$ cat config.mk
export PLATFORM = sky130hd
export DESIGN_NAME = keypad_multibase_calculator_unit
export DESIGN_NICKNAME = d
export VERILOG_FILES = /design/src/kmc_pkg.sv /design/src/kmc_muldiv.sv /design/src/keypad_multibase_calculator_unit.sv
export SDC_FILE = /design/constraint.sdc
export NUM_CORES = 2
export LEC_CHECK = 0
export ABC_CLOCK_PERIOD_IN_PS = 18350
export BUFFER_PORTS_ARGS = -buffer_cell sky130_fd_sc_hd__buf_2
export CORE_ASPECT_RATIO = 1.2
export CORE_MARGIN = 1
export CORE_UTILIZATION = 42
export DETAILED_ROUTE_END_ITERATION = 8
export SYNTH_ARGS = -nofsm -noshare
export SYNTH_HDL_FRONTEND = slang
export SYNTH_SLANG_ARGS = --single-unit
$ cat constraint.sdc
create_clock -name i_clk -period 18.35 [get_ports i_clk]
set_clock_uncertainty 0.15 [all_clocks]
set_input_delay 0.9175 -clock i_clk [delete_from_list [all_inputs] [get_ports i_clk]]
set_output_delay 0.9175 -clock i_clk [all_outputs]
set_load 0.01 [all_outputs]
$ cat src/kmc_pkg.sv
`timescale 1ns / 1ps

package kmc_pkg;

    // datapath word and its bit counter
    localparam int WORD_W = 64;
    localparam int CNT_W  = 6;

    // defaults of the top-level parameters
    localparam int FRAC_DIGITS_DEF = 6;
    localparam int INT_WIDTH_DEF   = 32;
    localparam int DEC_CHARS_DEF   = 13;

    localparam int LEN_W    = 6;
    localparam int FCOUNT_W = 4;
    localparam int KEY_W    = 8;
    localparam int OUT_W    = 208;

    // keypad codes
    localparam logic [KEY_W-1:0] KEY_NONE  = 8'h00;
    localparam logic [KEY_W-1:0] KEY_P     = 8'h50;
    localparam logic [KEY_W-1:0] KEY_B     = 8'h42;
    localparam logic [KEY_W-1:0] KEY_O     = 8'h4F;
    localparam logic [KEY_W-1:0] KEY_H     = 8'h48;
    localparam logic [KEY_W-1:0] KEY_C     = 8'h43;
    localparam logic [KEY_W-1:0] KEY_PCT   = 8'h25;
    localparam logic [KEY_W-1:0] KEY_ADD   = 8'h2B;
    localparam logic [KEY_W-1:0] KEY_SUB   = 8'h2D;
    localparam logic [KEY_W-1:0] KEY_MUL   = 8'h2A;
    localparam logic [KEY_W-1:0] KEY_DIV   = 8'h44;
    localparam logic [KEY_W-1:0] KEY_EQ    = 8'h3D;
    localparam logic [KEY_W-1:0] KEY_POINT = 8'h2E;
    localparam logic [KEY_W-1:0] KEY_0     = 8'h30;
    localparam logic [KEY_W-1:0] KEY_9     = 8'h39;
    localparam logic [KEY_W-1:0] KEY_UA    = 8'h41;
    localparam logic [KEY_W-1:0] KEY_UF    = 8'h46;
    localparam logic [KEY_W-1:0] KEY_LA    = 8'h61;
    localparam logic [KEY_W-1:0] KEY_LF    = 8'h66;

    typedef enum logic [1:0] {
        BASE_DEC = 2'd0,
        BASE_BIN = 2'd1,
        BASE_OCT = 2'd2,
        BASE_HEX = 2'd3
    } t_base;

    typedef enum logic [2:0] {
        OP_NONE = 3'd0,
        OP_ADD  = 3'd1,
        OP_SUB  = 3'd2,
        OP_MUL  = 3'd3,
        OP_DIV  = 3'd4
    } t_op;

    typedef enum logic [1:0] {
        ST_IDLE,
        ST_EXEC,
        ST_WAIT,
        ST_EMIT
    } t_state;

    typedef enum logic [2:0] {
        MD_IDLE,
        MD_MUL,
        MD_CHK,
        MD_DIV,
        MD_DONE
    } t_md_state;

    // calculation state, cleared as one by clear, power-on and mode keys
    typedef struct packed {
        t_op                 op;
        logic                second;
        logic                shown;
        logic [WORD_W-1:0]   entry;
        logic [LEN_W-1:0]    len;
        logic                point;
        logic [FCOUNT_W-1:0] fcount;
        logic [WORD_W-1:0]   first;
        logic [WORD_W-1:0]   result;
    } t_calc;

    localparam t_calc CALC_CLEAR = '{
        op: OP_NONE, second: 1'b0, shown: 1'b0, entry: '0, len: 6'd1,
        point: 1'b0, fcount: '0, first: '0, result: '0
    };

    typedef struct packed {
        logic start;
        logic skip_mul;  // dividend is a itself
        logic skip_div;  // result is the low product word
    } t_md_req;

    typedef struct packed {
        logic busy;
        logic done;
    } t_md_stat;

    function automatic logic [WORD_W-1:0] pow10(input logic [4:0] n);
        logic [WORD_W-1:0] r;
        case (n)
            5'd0:    r = 64'd1;
            5'd1:    r = 64'd10;
            5'd2:    r = 64'd100;
            5'd3:    r = 64'd1000;
            5'd4:    r = 64'd10000;
            5'd5:    r = 64'd100000;
            5'd6:    r = 64'd1000000;
            5'd7:    r = 64'd10000000;
            5'd8:    r = 64'd100000000;
            5'd9:    r = 64'd1000000000;
            5'd10:   r = 64'd10000000000;
            5'd11:   r = 64'd100000000000;
            5'd12:   r = 64'd1000000000000;
            5'd13:   r = 64'd10000000000000;
            5'd14:   r = 64'd100000000000000;
            5'd15:   r = 64'd1000000000000000;
            5'd16:   r = 64'd10000000000000000;
            5'd17:   r = 64'd100000000000000000;
            5'd18:   r = 64'd1000000000000000000;
            5'd19:   r = 64'd10000000000000000000;
            default: r = 64'd0;
        endcase
        return r;
    endfunction

endpackage

$ cat src/kmc_muldiv.sv
`timescale 1ns / 1ps

// Bit-serial (a*b)/d: 64 shift-add steps, then 64 restoring divide steps; either pass can be skipped.
module kmc_muldiv
    import kmc_pkg::*;
(
    input  logic              i_clk,
    input  logic              i_rst_n,
    input  t_md_req           i_req,
    input  logic [WORD_W-1:0] i_a,
    input  logic [WORD_W-1:0] i_b,
    input  logic [WORD_W-1:0] i_d,
    output t_md_stat          o_stat,
    output logic [WORD_W-1:0] o_result
);

    t_md_state         r_state, n_state;
    logic [CNT_W-1:0]  r_cnt, n_cnt;
    logic [WORD_W-1:0] r_hi, n_hi;
    logic [WORD_W-1:0] r_lo, n_lo;
    logic [WORD_W-1:0] r_a, n_a;
    logic [WORD_W-1:0] r_d, n_d;
    logic              r_skip_div, n_skip_div;
    logic [WORD_W-1:0] r_result, n_result;

    logic [WORD_W:0]   add_sum;
    logic [WORD_W-1:0] shl_rem;
    logic [WORD_W:0]   sub_rem;
    logic              sub_ok;

    assign add_sum = {1'b0, r_hi} + (r_lo[0] ? {1'b0, r_a} : '0);
    assign shl_rem = {r_hi[WORD_W-2:0], r_lo[WORD_W-1]};
    assign sub_rem = {r_hi[WORD_W-1], shl_rem} - {1'b0, r_d};
    assign sub_ok  = r_hi[WORD_W-1] || (shl_rem >= r_d);

    always_ff @(posedge i_clk) begin
        if (!i_rst_n) begin
            r_state <= MD_IDLE;
        end else begin
            r_state <= n_state;
        end
        r_cnt      <= n_cnt;
        r_hi       <= n_hi;
        r_lo       <= n_lo;
        r_a        <= n_a;
        r_d        <= n_d;
        r_skip_div <= n_skip_div;
        r_result   <= n_result;
    end

    always_comb begin
        n_state    = r_state;
        n_cnt      = r_cnt;
        n_hi       = r_hi;
        n_lo       = r_lo;
        n_a        = r_a;
        n_d        = r_d;
        n_skip_div = r_skip_div;
        n_result   = r_result;
        unique case (r_state)
            MD_IDLE: begin
                if (i_req.start) begin
                    n_a        = i_a;
                    n_d        = i_d;
                    n_hi       = '0;
                    n_lo       = i_req.skip_mul ? i_a : i_b;
                    n_cnt      = '0;
                    n_skip_div = i_req.skip_div;
                    n_state    = i_req.skip_mul ? MD_CHK : MD_MUL;
                end
            end
            MD_MUL: begin
                n_hi  = add_sum[WORD_W:1];
                n_lo  = {add_sum[0], r_lo[WORD_W-1:1]};
                n_cnt = r_cnt + 1'b1;
                if (r_cnt == '1) begin
                    n_state = MD_CHK;
                end
            end
            MD_CHK: begin
                n_cnt = '0;
                if (r_skip_div) begin
                    n_result = r_lo;
                    n_state  = MD_DONE;
                end else if (r_hi >= r_d) begin
                    // quotient would not fit
                    n_result = '1;
                    n_state  = MD_DONE;
                end else begin
                    n_state = MD_DIV;
                end
            end
            MD_DIV: begin
                n_hi  = sub_ok ? sub_rem[WORD_W-1:0] : shl_rem;
                n_lo  = {r_lo[WORD_W-2:0], sub_ok};
                n_cnt = r_cnt + 1'b1;
                if (r_cnt == '1) begin
                    n_result = {r_lo[WORD_W-2:0], sub_ok};
                    n_state  = MD_DONE;
                end
            end
            MD_DONE: begin
                n_state = MD_IDLE;
            end
            default: begin
                n_state = MD_IDLE;
            end
        endcase
    end

    assign o_stat.busy = (r_state != MD_IDLE);
    assign o_stat.done = (r_state == MD_DONE);
    assign o_result    = r_result;

endmodule

$ cat src/keypad_multibase_calculator_unit.sv
`timescale 1ns / 1ps
// Each key passes ST_IDLE, ST_EXEC and ST_EMIT into the output register; '=' after
//   '*' or 'D', and '%', add a bit-serial pass through ST_WAIT (up to 64 multiply
//   steps and 64 divide steps in kmc_muldiv). One key is in work at a time.
// A new key is taken while the previous result item waits on the output register.
// Reset (i_rst_n low, synchronous): power off, DEC mode, calculation cleared.
module keypad_multibase_calculator_unit
    import kmc_pkg::*;
#(
    parameter int DEC_FRACTION_DIGITS = FRAC_DIGITS_DEF,  // 0..6
    parameter int INT_MODE_WIDTH      = INT_WIDTH_DEF,    // 8..32
    parameter int DEC_MAX_CHARS       = DEC_CHARS_DEF     // 1..13
) (
    input  logic             i_clk,
    input  logic             i_rst_n,
    input  logic             i_s_axis_tvalid,
    output logic             o_s_axis_tready,
    input  logic [KEY_W-1:0] i_s_axis_tdata,   // key_char
    output logic             o_m_axis_tvalid,
    input  logic             i_m_axis_tready,
    // power_on, base_mode[2], pending_operator[3], second_entry_active,
    // result_shown, entry_number[64], entry_chars[6], entry_has_point,
    // first_operand[64], result_number[64], one zero pad bit
    output logic [OUT_W-1:0] o_m_axis_tdata
);

    localparam logic [WORD_W-1:0] INT_MASK = (64'd1 << INT_MODE_WIDTH) - 64'd1;
    localparam logic [WORD_W-1:0] SCALE    = pow10(5'(DEC_FRACTION_DIGITS));
    localparam logic [WORD_W-1:0] PCT_DIV  = SCALE * 64'd100;
    localparam logic [LEN_W-1:0]  MAX_DEC  = LEN_W'(DEC_MAX_CHARS);
    localparam logic [LEN_W-1:0]  MAX_BIN  = LEN_W'(INT_MODE_WIDTH);
    localparam logic [LEN_W-1:0]  MAX_OCT  = LEN_W'((INT_MODE_WIDTH + 2) / 3);
    localparam logic [LEN_W-1:0]  MAX_HEX  = LEN_W'((INT_MODE_WIDTH + 3) / 4);
    localparam logic [4:0]        FRAC_TOP = 5'(DEC_FRACTION_DIGITS - 1);
    localparam logic [FCOUNT_W-1:0] FRAC_N = FCOUNT_W'(DEC_FRACTION_DIGITS);

    // control and machine state
    t_state             r_state, n_state;
    logic               r_power, n_power;
    t_base              r_base, n_base;
    t_calc              r_calc, n_calc;
    logic [KEY_W-1:0]   r_key, n_key;
    logic               r_out_valid, n_out_valid;
    logic [OUT_W-1:0]   r_out_data, n_out_data;

    // serial multiply/divide
    t_md_req            md_req;
    t_md_stat           md_stat;
    logic [WORD_W-1:0]  md_a, md_b, md_d, md_result;

    // key decode
    logic               is_dec;
    logic [3:0]         dig;
    logic               dig_ok;
    logic               is_point;
    logic               key_ok;
    logic [WORD_W-1:0]  d64;
    logic [LEN_W-1:0]   max_len;
    t_base              mode_sel;

    // entry and add/sub arithmetic
    logic [WORD_W-1:0]  dec_start;
    logic [WORD_W-1:0]  start_val;
    logic [WORD_W+3:0]  int_shift;
    logic [WORD_W+3:0]  int_wide;
    logic [WORD_W-1:0]  int_app;
    logic [WORD_W+3:0]  dec_wide;
    logic [WORD_W-1:0]  dec_app;
    logic [WORD_W-1:0]  frac_add;
    logic [WORD_W:0]    frac_sum;
    logic [WORD_W-1:0]  frac_app;
    logic [WORD_W:0]    add_sum;
    logic [WORD_W-1:0]  add_res;
    logic [WORD_W-1:0]  sub_res;
    logic               just_zero;

    kmc_muldiv u_muldiv (
        .i_clk    (i_clk),
        .i_rst_n  (i_rst_n),
        .i_req    (md_req),
        .i_a      (md_a),
        .i_b      (md_b),
        .i_d      (md_d),
        .o_stat   (md_stat),
        .o_result (md_result)
    );

    // ---------------- key decode ----------------
    assign is_dec   = (r_base == BASE_DEC);
    assign is_point = (r_key == KEY_POINT);

    always_comb begin
        dig    = 4'd0;
        dig_ok = 1'b0;
        if (r_key >= KEY_0 && r_key <= KEY_9) begin
            dig    = 4'(r_key - KEY_0);
            dig_ok = 1'b1;
        end else if (r_base == BASE_HEX && r_key >= KEY_UA && r_key <= KEY_UF) begin
            dig    = 4'(r_key - KEY_UA + 8'd10);
            dig_ok = 1'b1;
        end else if (r_base == BASE_HEX && r_key >= KEY_LA && r_key <= KEY_LF) begin
            dig    = 4'(r_key - KEY_LA + 8'd10);
            dig_ok = 1'b1;
        end
        if (r_base == BASE_BIN && dig > 4'd1) begin
            dig_ok = 1'b0;
        end
        if (r_base == BASE_OCT && dig > 4'd7) begin
            dig_ok = 1'b0;
        end
    end

    assign key_ok = is_point ? (is_dec && !r_calc.point) : dig_ok;
    assign d64    = {{(WORD_W-4){1'b0}}, dig};

    always_comb begin
        unique case (r_base)
            BASE_BIN: begin
                max_len   = MAX_BIN;
                int_shift = {4'b0, r_calc.entry} << 1;
            end
            BASE_OCT: begin
                max_len   = MAX_OCT;
                int_shift = {4'b0, r_calc.entry} << 3;
            end
            BASE_HEX: begin
                max_len   = MAX_HEX;
                int_shift = {4'b0, r_calc.entry} << 4;
            end
            default: begin
                max_len   = MAX_DEC;
                int_shift = {4'b0, r_calc.entry} << 4;
            end
        endcase
    end

    always_comb begin
        unique case (r_key)
            KEY_B:   mode_sel = BASE_BIN;
            KEY_O:   mode_sel = BASE_OCT;
            default: mode_sel = BASE_HEX;
        endcase
    end

    // ---------------- entry arithmetic ----------------
    assign dec_start = d64 * SCALE;
    assign start_val = is_dec ? dec_start : (d64 & INT_MASK);

    // integer append saturates at the mode mask
    assign int_wide = int_shift + {4'b0, d64};
    assign int_app  = (int_wide > {4'b0, INT_MASK}) ? INT_MASK : int_wide[WORD_W-1:0];

    // whole DEC digit: v*10 + d*scale, saturating at all ones
    assign dec_wide = ({4'b0, r_calc.entry} << 3) + ({4'b0, r_calc.entry} << 1)
                    + {4'b0, dec_start};
    assign dec_app  = (dec_wide[WORD_W+3:WORD_W] != 4'd0) ? '1 : dec_wide[WORD_W-1:0];

    // fraction digit weight falls by ten per digit
    assign frac_add = d64 * pow10(FRAC_TOP - {1'b0, r_calc.fcount});
    assign frac_sum = {1'b0, r_calc.entry} + {1'b0, frac_add};
    assign frac_app = frac_sum[WORD_W] ? '1 : frac_sum[WORD_W-1:0];

    assign just_zero = (r_calc.len == LEN_W'(1)) && !r_calc.point && (r_calc.entry == '0);

    // add saturates in DEC, wraps in integer modes; subtract clamps at zero
    assign add_sum = {1'b0, r_calc.first} + {1'b0, r_calc.entry};
    assign add_res = is_dec ? (add_sum[WORD_W] ? '1 : add_sum[WORD_W-1:0])
                            : (add_sum[WORD_W-1:0] & INT_MASK);
    assign sub_res = (r_calc.first >= r_calc.entry) ? (r_calc.first - r_calc.entry) : '0;

    // ---------------- registers ----------------
    always_ff @(posedge i_clk) begin
        if (!i_rst_n) begin
            r_state     <= ST_IDLE;
            r_power     <= 1'b0;
            r_base      <= BASE_DEC;
            r_calc      <= CALC_CLEAR;
            r_out_valid <= 1'b0;
        end else begin
            r_state     <= n_state;
            r_power     <= n_power;
            r_base      <= n_base;
            r_calc      <= n_calc;
            r_out_valid <= n_out_valid;
        end
        r_key      <= n_key;
        r_out_data <= n_out_data;
    end

    // ---------------- sequencer ----------------
    always_comb begin
        n_state     = r_state;
        n_power     = r_power;
        n_base      = r_base;
        n_calc      = r_calc;
        n_key       = r_key;
        n_out_valid = r_out_valid && !i_m_axis_tready;
        n_out_data  = r_out_data;
        md_req      = '0;
        md_a        = r_calc.first;
        md_b        = r_calc.entry;
        md_d        = SCALE;

        unique case (r_state)
            ST_IDLE: begin
                // a null key is consumed without a result item
                if (i_s_axis_tvalid && i_s_axis_tdata != KEY_NONE) begin
                    n_key   = i_s_axis_tdata;
                    n_state = ST_EXEC;
                end
            end

            ST_EXEC: begin
                n_state = ST_EMIT;
                if (r_key == KEY_P) begin
                    n_power = !r_power;
                    if (!r_power) begin
                        n_calc = CALC_CLEAR;
                    end
                end else if (r_power) begin
                    unique case (r_key) inside
                        KEY_B, KEY_O, KEY_H: begin
                            n_base = (r_base == mode_sel) ? BASE_DEC : mode_sel;
                            n_calc = CALC_CLEAR;
                        end
                        KEY_C: begin
                            n_calc = CALC_CLEAR;
                        end
                        KEY_PCT: begin
                            if (is_dec && r_calc.second && r_calc.op != OP_NONE) begin
                                md_req.start = 1'b1;
                                md_d         = PCT_DIV;
                                n_state      = ST_WAIT;
                            end
                        end
                        KEY_ADD, KEY_SUB, KEY_MUL, KEY_DIV: begin
                            n_calc.first  = r_calc.shown ? r_calc.result : r_calc.entry;
                            n_calc.shown  = 1'b0;
                            n_calc.second = 1'b1;
                            n_calc.entry  = '0;
                            n_calc.len    = LEN_W'(1);
                            n_calc.point  = 1'b0;
                            n_calc.fcount = '0;
                            unique case (r_key) inside
                                KEY_ADD: n_calc.op = OP_ADD;
                                KEY_SUB: n_calc.op = OP_SUB;
                                KEY_MUL: n_calc.op = OP_MUL;
                                default: n_calc.op = OP_DIV;
                            endcase
                        end
                        KEY_EQ: begin
                            if (r_calc.op != OP_NONE && r_calc.second) begin
                                unique case (r_calc.op)
                                    OP_ADD: begin
                                        n_calc.result = add_res;
                                        n_calc.shown  = 1'b1;
                                    end
                                    OP_SUB: begin
                                        n_calc.result = sub_res;
                                        n_calc.shown  = 1'b1;
                                    end
                                    OP_MUL: begin
                                        // integer product wraps, so skip the divide
                                        md_req.start    = 1'b1;
                                        md_req.skip_div = !is_dec;
                                        n_state         = ST_WAIT;
                                    end
                                    OP_DIV: begin
                                        if (r_calc.entry == '0) begin
                                            n_calc.result = '0;
                                            n_calc.shown  = 1'b1;
                                        end else begin
                                            // DEC: a*scale/b; integer: a/b
                                            md_req.start    = 1'b1;
                                            md_req.skip_mul = !is_dec;
                                            md_b            = SCALE;
                                            md_d            = r_calc.entry;
                                            n_state         = ST_WAIT;
                                        end
                                    end
                                    default: begin
                                        n_state = ST_EMIT;
                                    end
                                endcase
                            end
                        end
                        default: begin
                            if (key_ok && r_calc.shown) begin
                                // new entry after a result starts from clear
                                n_calc = CALC_CLEAR;
                                if (is_point) begin
                                    n_calc.point = 1'b1;
                                end else begin
                                    n_calc.entry = start_val;
                                end
                            end else if (key_ok) begin
                                if (just_zero && !is_point && !(!is_dec && dig == 4'd0)) begin
                                    n_calc.entry = start_val;
                                    n_calc.len   = LEN_W'(1);
                                end else if (r_calc.len < max_len) begin
                                    n_calc.len = r_calc.len + 1'b1;
                                    if (is_point) begin
                                        n_calc.point = 1'b1;
                                    end else if (!is_dec) begin
                                        n_calc.entry = int_app;
                                    end else if (!r_calc.point) begin
                                        n_calc.entry = dec_app;
                                    end else if (r_calc.fcount < FRAC_N) begin
                                        // digits past the last fraction place are dropped
                                        n_calc.entry  = frac_app;
                                        n_calc.fcount = r_calc.fcount + 1'b1;
                                    end
                                end
                            end
                        end
                    endcase
                end
            end

            ST_WAIT: begin
                if (md_stat.done) begin
                    n_calc.result = is_dec ? md_result : (md_result & INT_MASK);
                    n_calc.shown  = 1'b1;
                    n_state       = ST_EMIT;
                end
            end

            ST_EMIT: begin
                if (!r_out_valid || i_m_axis_tready) begin
                    n_out_valid = 1'b1;
                    n_out_data  = {1'b0, r_calc.result, r_calc.first, r_calc.point,
                                   r_calc.len, r_calc.entry, r_calc.shown,
                                   r_calc.second, r_calc.op, r_base, r_power};
                    n_state     = ST_IDLE;
                end
            end

            default: begin
                n_state = ST_IDLE;
            end
        endcase
    end

    assign o_s_axis_tready = (r_state == ST_IDLE);
    assign o_m_axis_tvalid = r_out_valid;
    assign o_m_axis_tdata  = r_out_data;

    // ---------------- checks ----------------
    a_md_done_in_wait: assert property (@(posedge i_clk) disable iff (!i_rst_n)
        md_stat.done |-> (r_state == ST_WAIT))
        else $error("muldiv finished outside wait state");

    a_md_start_free: assert property (@(posedge i_clk) disable iff (!i_rst_n)
        md_req.start |-> !md_stat.busy)
        else $error("muldiv started while busy");

    a_int_entry_range: assert property (@(posedge i_clk) disable iff (!i_rst_n)
        (r_base != BASE_DEC) |-> (r_calc.entry <= INT_MASK))
        else $error("integer entry beyond mode width");

    a_frac_count: assert property (@(posedge i_clk) disable iff (!i_rst_n)
        (r_calc.fcount <= FRAC_N) && (r_calc.len != '0))
        else $error("entry length or fraction count out of range");

endmodule
==> impl_metrics.py <==
metrics = {
    "setup_path": {
        "start_kind": "flop",
        "critPathKind": "flop to flop",
        "cp.arrival_ns": 11.79,
        "r2r_cells": 38,
        "slowest_stage": "o41ai_1",
        "worstPathRequired_ns": 18.82,
        "cpMostUsedCell": "nor2_1",
        "crit_path_max_fanout": 56,
        "end_kind": "flop",
        "slowest_delay_ns": 0.84,
    },
    "logic_synthesis": {
        "synth_top_area_share_pct": 23.4,
        "syn_avg_cell_area_sq_um": 8.43,
        "yosysWarningCount": 0,
        "synth.distinct_cells": 112,
        "synth_edf_count": 542,
        "synthArstFlopShare_pct": 0,
        "synth_ff_type": "edfxtp_1",
        "syn-cell-area_sq_um": 69600,
        "synth-seq-cells": 759,
        "synth_fp_nets": 9034,
        "synth_top_area_cell": "edfxtp_1",
        "seq_area_frac_synth_pct": 29.6,
        "netlist_top_cells_area": "edfxtp_1 23%, ha_1 11%, a21oi_1 6.6%",
        "syn_inst": 8257,
    },
    "route": {
        "firstDrtPassIters": 6,
        "vias": 65100,
        "wl_per_cell_um": 26.3,
        "drt_iter0_markers": 5694,
        "drc": 0,
        "route.antenna.remaining_nets": 0,
        "wl_um": 274000,
        "drt-vias-per-instance": 6.23,
    },
    "clock_network": {
        "cts_htree_levels": 3,
        "clock_path_buffers": 3,
        "cts_resized": 0,
        "post_cts.repair.setup_buffers": 0,
        "root_buffer": "clkbuf_16",
        "ctsHoldBuffers": 0,
        "clk_latency_ns": 0.75,
        "cts_tree": "built",
        "cts_buffers": 88,
        "clock_sink_count": 759,
        "clkTransAtPathRegs_ns": 0.06,
    },
    "power_and_ir_drop": {
        "ir_drop_v": 0.0000580,
        "total_power_mw": 4.37,
        "leakagePower_nw": 31.1,
        "p_per_area_nw_per_um2": 57.8,
    },
    "floorplan": {
        "core_area_sq_um": 165000,
        "ios": 222,
        "die-height_um": 448,
        "start_util_pct": 42.3,
        "fp.dieW_um": 374,
        "fp.dieArea_sq_um": 167000,
        "row_count": 163,
    },
    "global_route": {
        "grt_max_degree": 81,
        "gr-total-overflow": 0,
        "grt_usage_pct": 31.7,
        "grt_pass1_vias": 62800,
        "grt_pass1_wl_um": 403000,
        "antenna_found_initial": 17,
    },
    "layout": {
        "fin_nets": 9005,
        "final_cells": 10400,
        "drive_above_1_share_pct": 7.84,
        "area_delta_synth_final_pct": 8.72,
    },
    "timing": {
        "setup_viol": 0,
        "slew_headroom_pct": 16.1,
        "fin_ws_ns": 7.02,
        "max_freq_mhz": 88.3,
        "rsz0062_at_grt": "false",
        "worst_slew_pin_slew_ns": 1.25,
        "min_period_over_period_pct": 61.7,
        "fin_crit_ns": 11.33,
        "slew_viol_final": 0,
        "fin_tns_setup_ns": 0,
        "final-hold-violation-count": 0,
    },
    "worst_hold_path": {
        "whs_path_depth": 1,
        "hold_path.class": "primary input to flop",
    },
    "place": {
        "dpl.hpwl_um": 212000,
        "io_buffers": 220,
        "place_inst": 10300,
        "gp_congestion": 1.02,
        "pre_cts_ws_ns": 7.19,
    },
    "run_status": {
        "status": "completed",
    },
    "run": {
        "cap_violations": 0,
    },
}
[stage by stage]
stage          util [%]  instance area [sq um]  hold slack (ns)
2_1_floorplan         -                  69600            0.256
3_3_place_gp       44.2                  72700            0.292
3_5_place_dp       44.2                  72700            0.291
4_1_cts            46.0                  75700            0.195
5_1_grt            46.0                  75700            0.228
6_report           46.0                  75700            0.248
[cell type report]
cell class | instances | area [sq um]
tap | 2145 | 2680
clock inverter | 51 | 564
inverter | 570 | 2140
sequential | 759 | 20600
antenna | 2 | 5.00
fill | 16200 | 88900
timing repair buffer | 364 | 2180
clock buffer | 111 | 2390
multi-input combinational | 6445 | 45100
[state kept, by name, summed over array words and instances, names as in the netlist]
name                 flops
u_muldiv.r_state         3
md_a                    64
u_muldiv.o_result       64
r_calc                 144
r_power                  1
u_muldiv.r_d            64
u_muldiv.r_a            64
u_muldiv.r_hi           64
o_m_axis_tvalid          1
u_muldiv.r_cnt           6
u_muldiv.r_lo           64
r_key                    8
r_state                  2
o_m_axis_tdata         207
u_muldiv.r_skip_div      1
r_base                   2
[kinds of logic (layout without fill, tap and decap cells)]
| family | count (synthesis) | after routing | synth area share (%) |
|---|---|---|---|
| XOR/XNOR | 397 | 397 | 5.00 |
| other | 1 | 3 | 0.00539 |
| AO/OA/AOI/OAI | 2626 | 2626 | 24.0 |
| multiplexers | 201 | 201 | 2.92 |
| buffers and inverters | 1053 | 1096 | 5.90 |
| flip-flops | 759 | 759 | 29.6 |
| AND/OR/NAND/NOR | 2455 | 2455 | 17.3 |
| adder cells (fa/ha/maj) | 765 | 765 | 15.2 |
[cells in the mapped netlist (42+ instances only)]
cell	count
a21oi_1	919
nor2_1	777
ha_1	627
inv_1	562
edfxtp_1	542
nand2_1	535
o21ai_0	454
clkbuf_1	419
xnor2_1	250
a21o_1	220
dfxtp_1	217
nor3_1	192
mux2i_1	186
xor2_1	147
nand3_1	146
a211oi_1	144
nor2b_1	141
fa_1	138
and2_1	114
a31oi_1	108
nand4_1	106
and3_1	98
o21bai_1	96
nand2b_1	74
o211ai_1	64
o22ai_1	63
nor4_1	54
o21a_1	50
o31ai_1	49
nor3b_1	48
a22o_1	47
o221ai_1	42
[critical path: cells and delay by family (launching register included)]
family / cells / cell delay (ns)
compound gates: 15 / 4.69
xor+xnor: 2 / 0.36
fa+ha+maj: 4 / 1.83
buf+inv: 6 / 1.16
flops: 1 / 0.43
simple gates: 11 / 2.50
[final timing paths]
kind                startpoint             endpoint  slack [ns]
max                   r_key[6]          r_calc[146]        7.02
min          i_s_axis_tdata[6]             r_key[6]        0.25
min reg2reg          r_calc[6]  o_m_axis_tdata[149]        0.31
max reg2reg           r_key[6]          r_calc[146]        7.02
[where the power goes]
group / switching, mW / internal [mW] / total (mW)
Sequential: 0.0819 / 1.93 / 2.01
Clock: 0.793 / 1.05 / 1.84
Combinational: 0.359 / 0.163 / 0.521
[cells in the final DEF, fill, tap and decap left out, types with 72 or more instances in the layout]
cell type  count
a211oi_1     142
o21bai_1      96
nor2_1       774
dfxtp_1      215
ha_1         623
nand4_1      106
a21o_1       220
edfxtp_1     542
nand3_1      146
mux2i_1      186
nand2_1      533
a21oi_1      918
a31oi_1      105
nand2b_1      72
buf_2        219
and2_1       113
xnor2_1      250
xor2_1       147
o21ai_0      452
inv_1        562
buf_4        145
clkbuf_16     91
nor3_1       191
and3_1        98
nor2b_1      138
fa_1         138
[metal layers]
layer / global-route usage [%] / wire [um] / share of wire [%] / vias up
met2: 52.9 / 127000 / 46 / 2822
met1: 40.4 / 113000 / 41 / 31600
li1: - / - / - / 30100
met4: 15.4 / 14100 / 5.1 / 6
met3: 4.47 / 19400 / 7.1 / 568
met5: 0 / 38 / 0.014 / -
(Power assumes the default switching activity.)
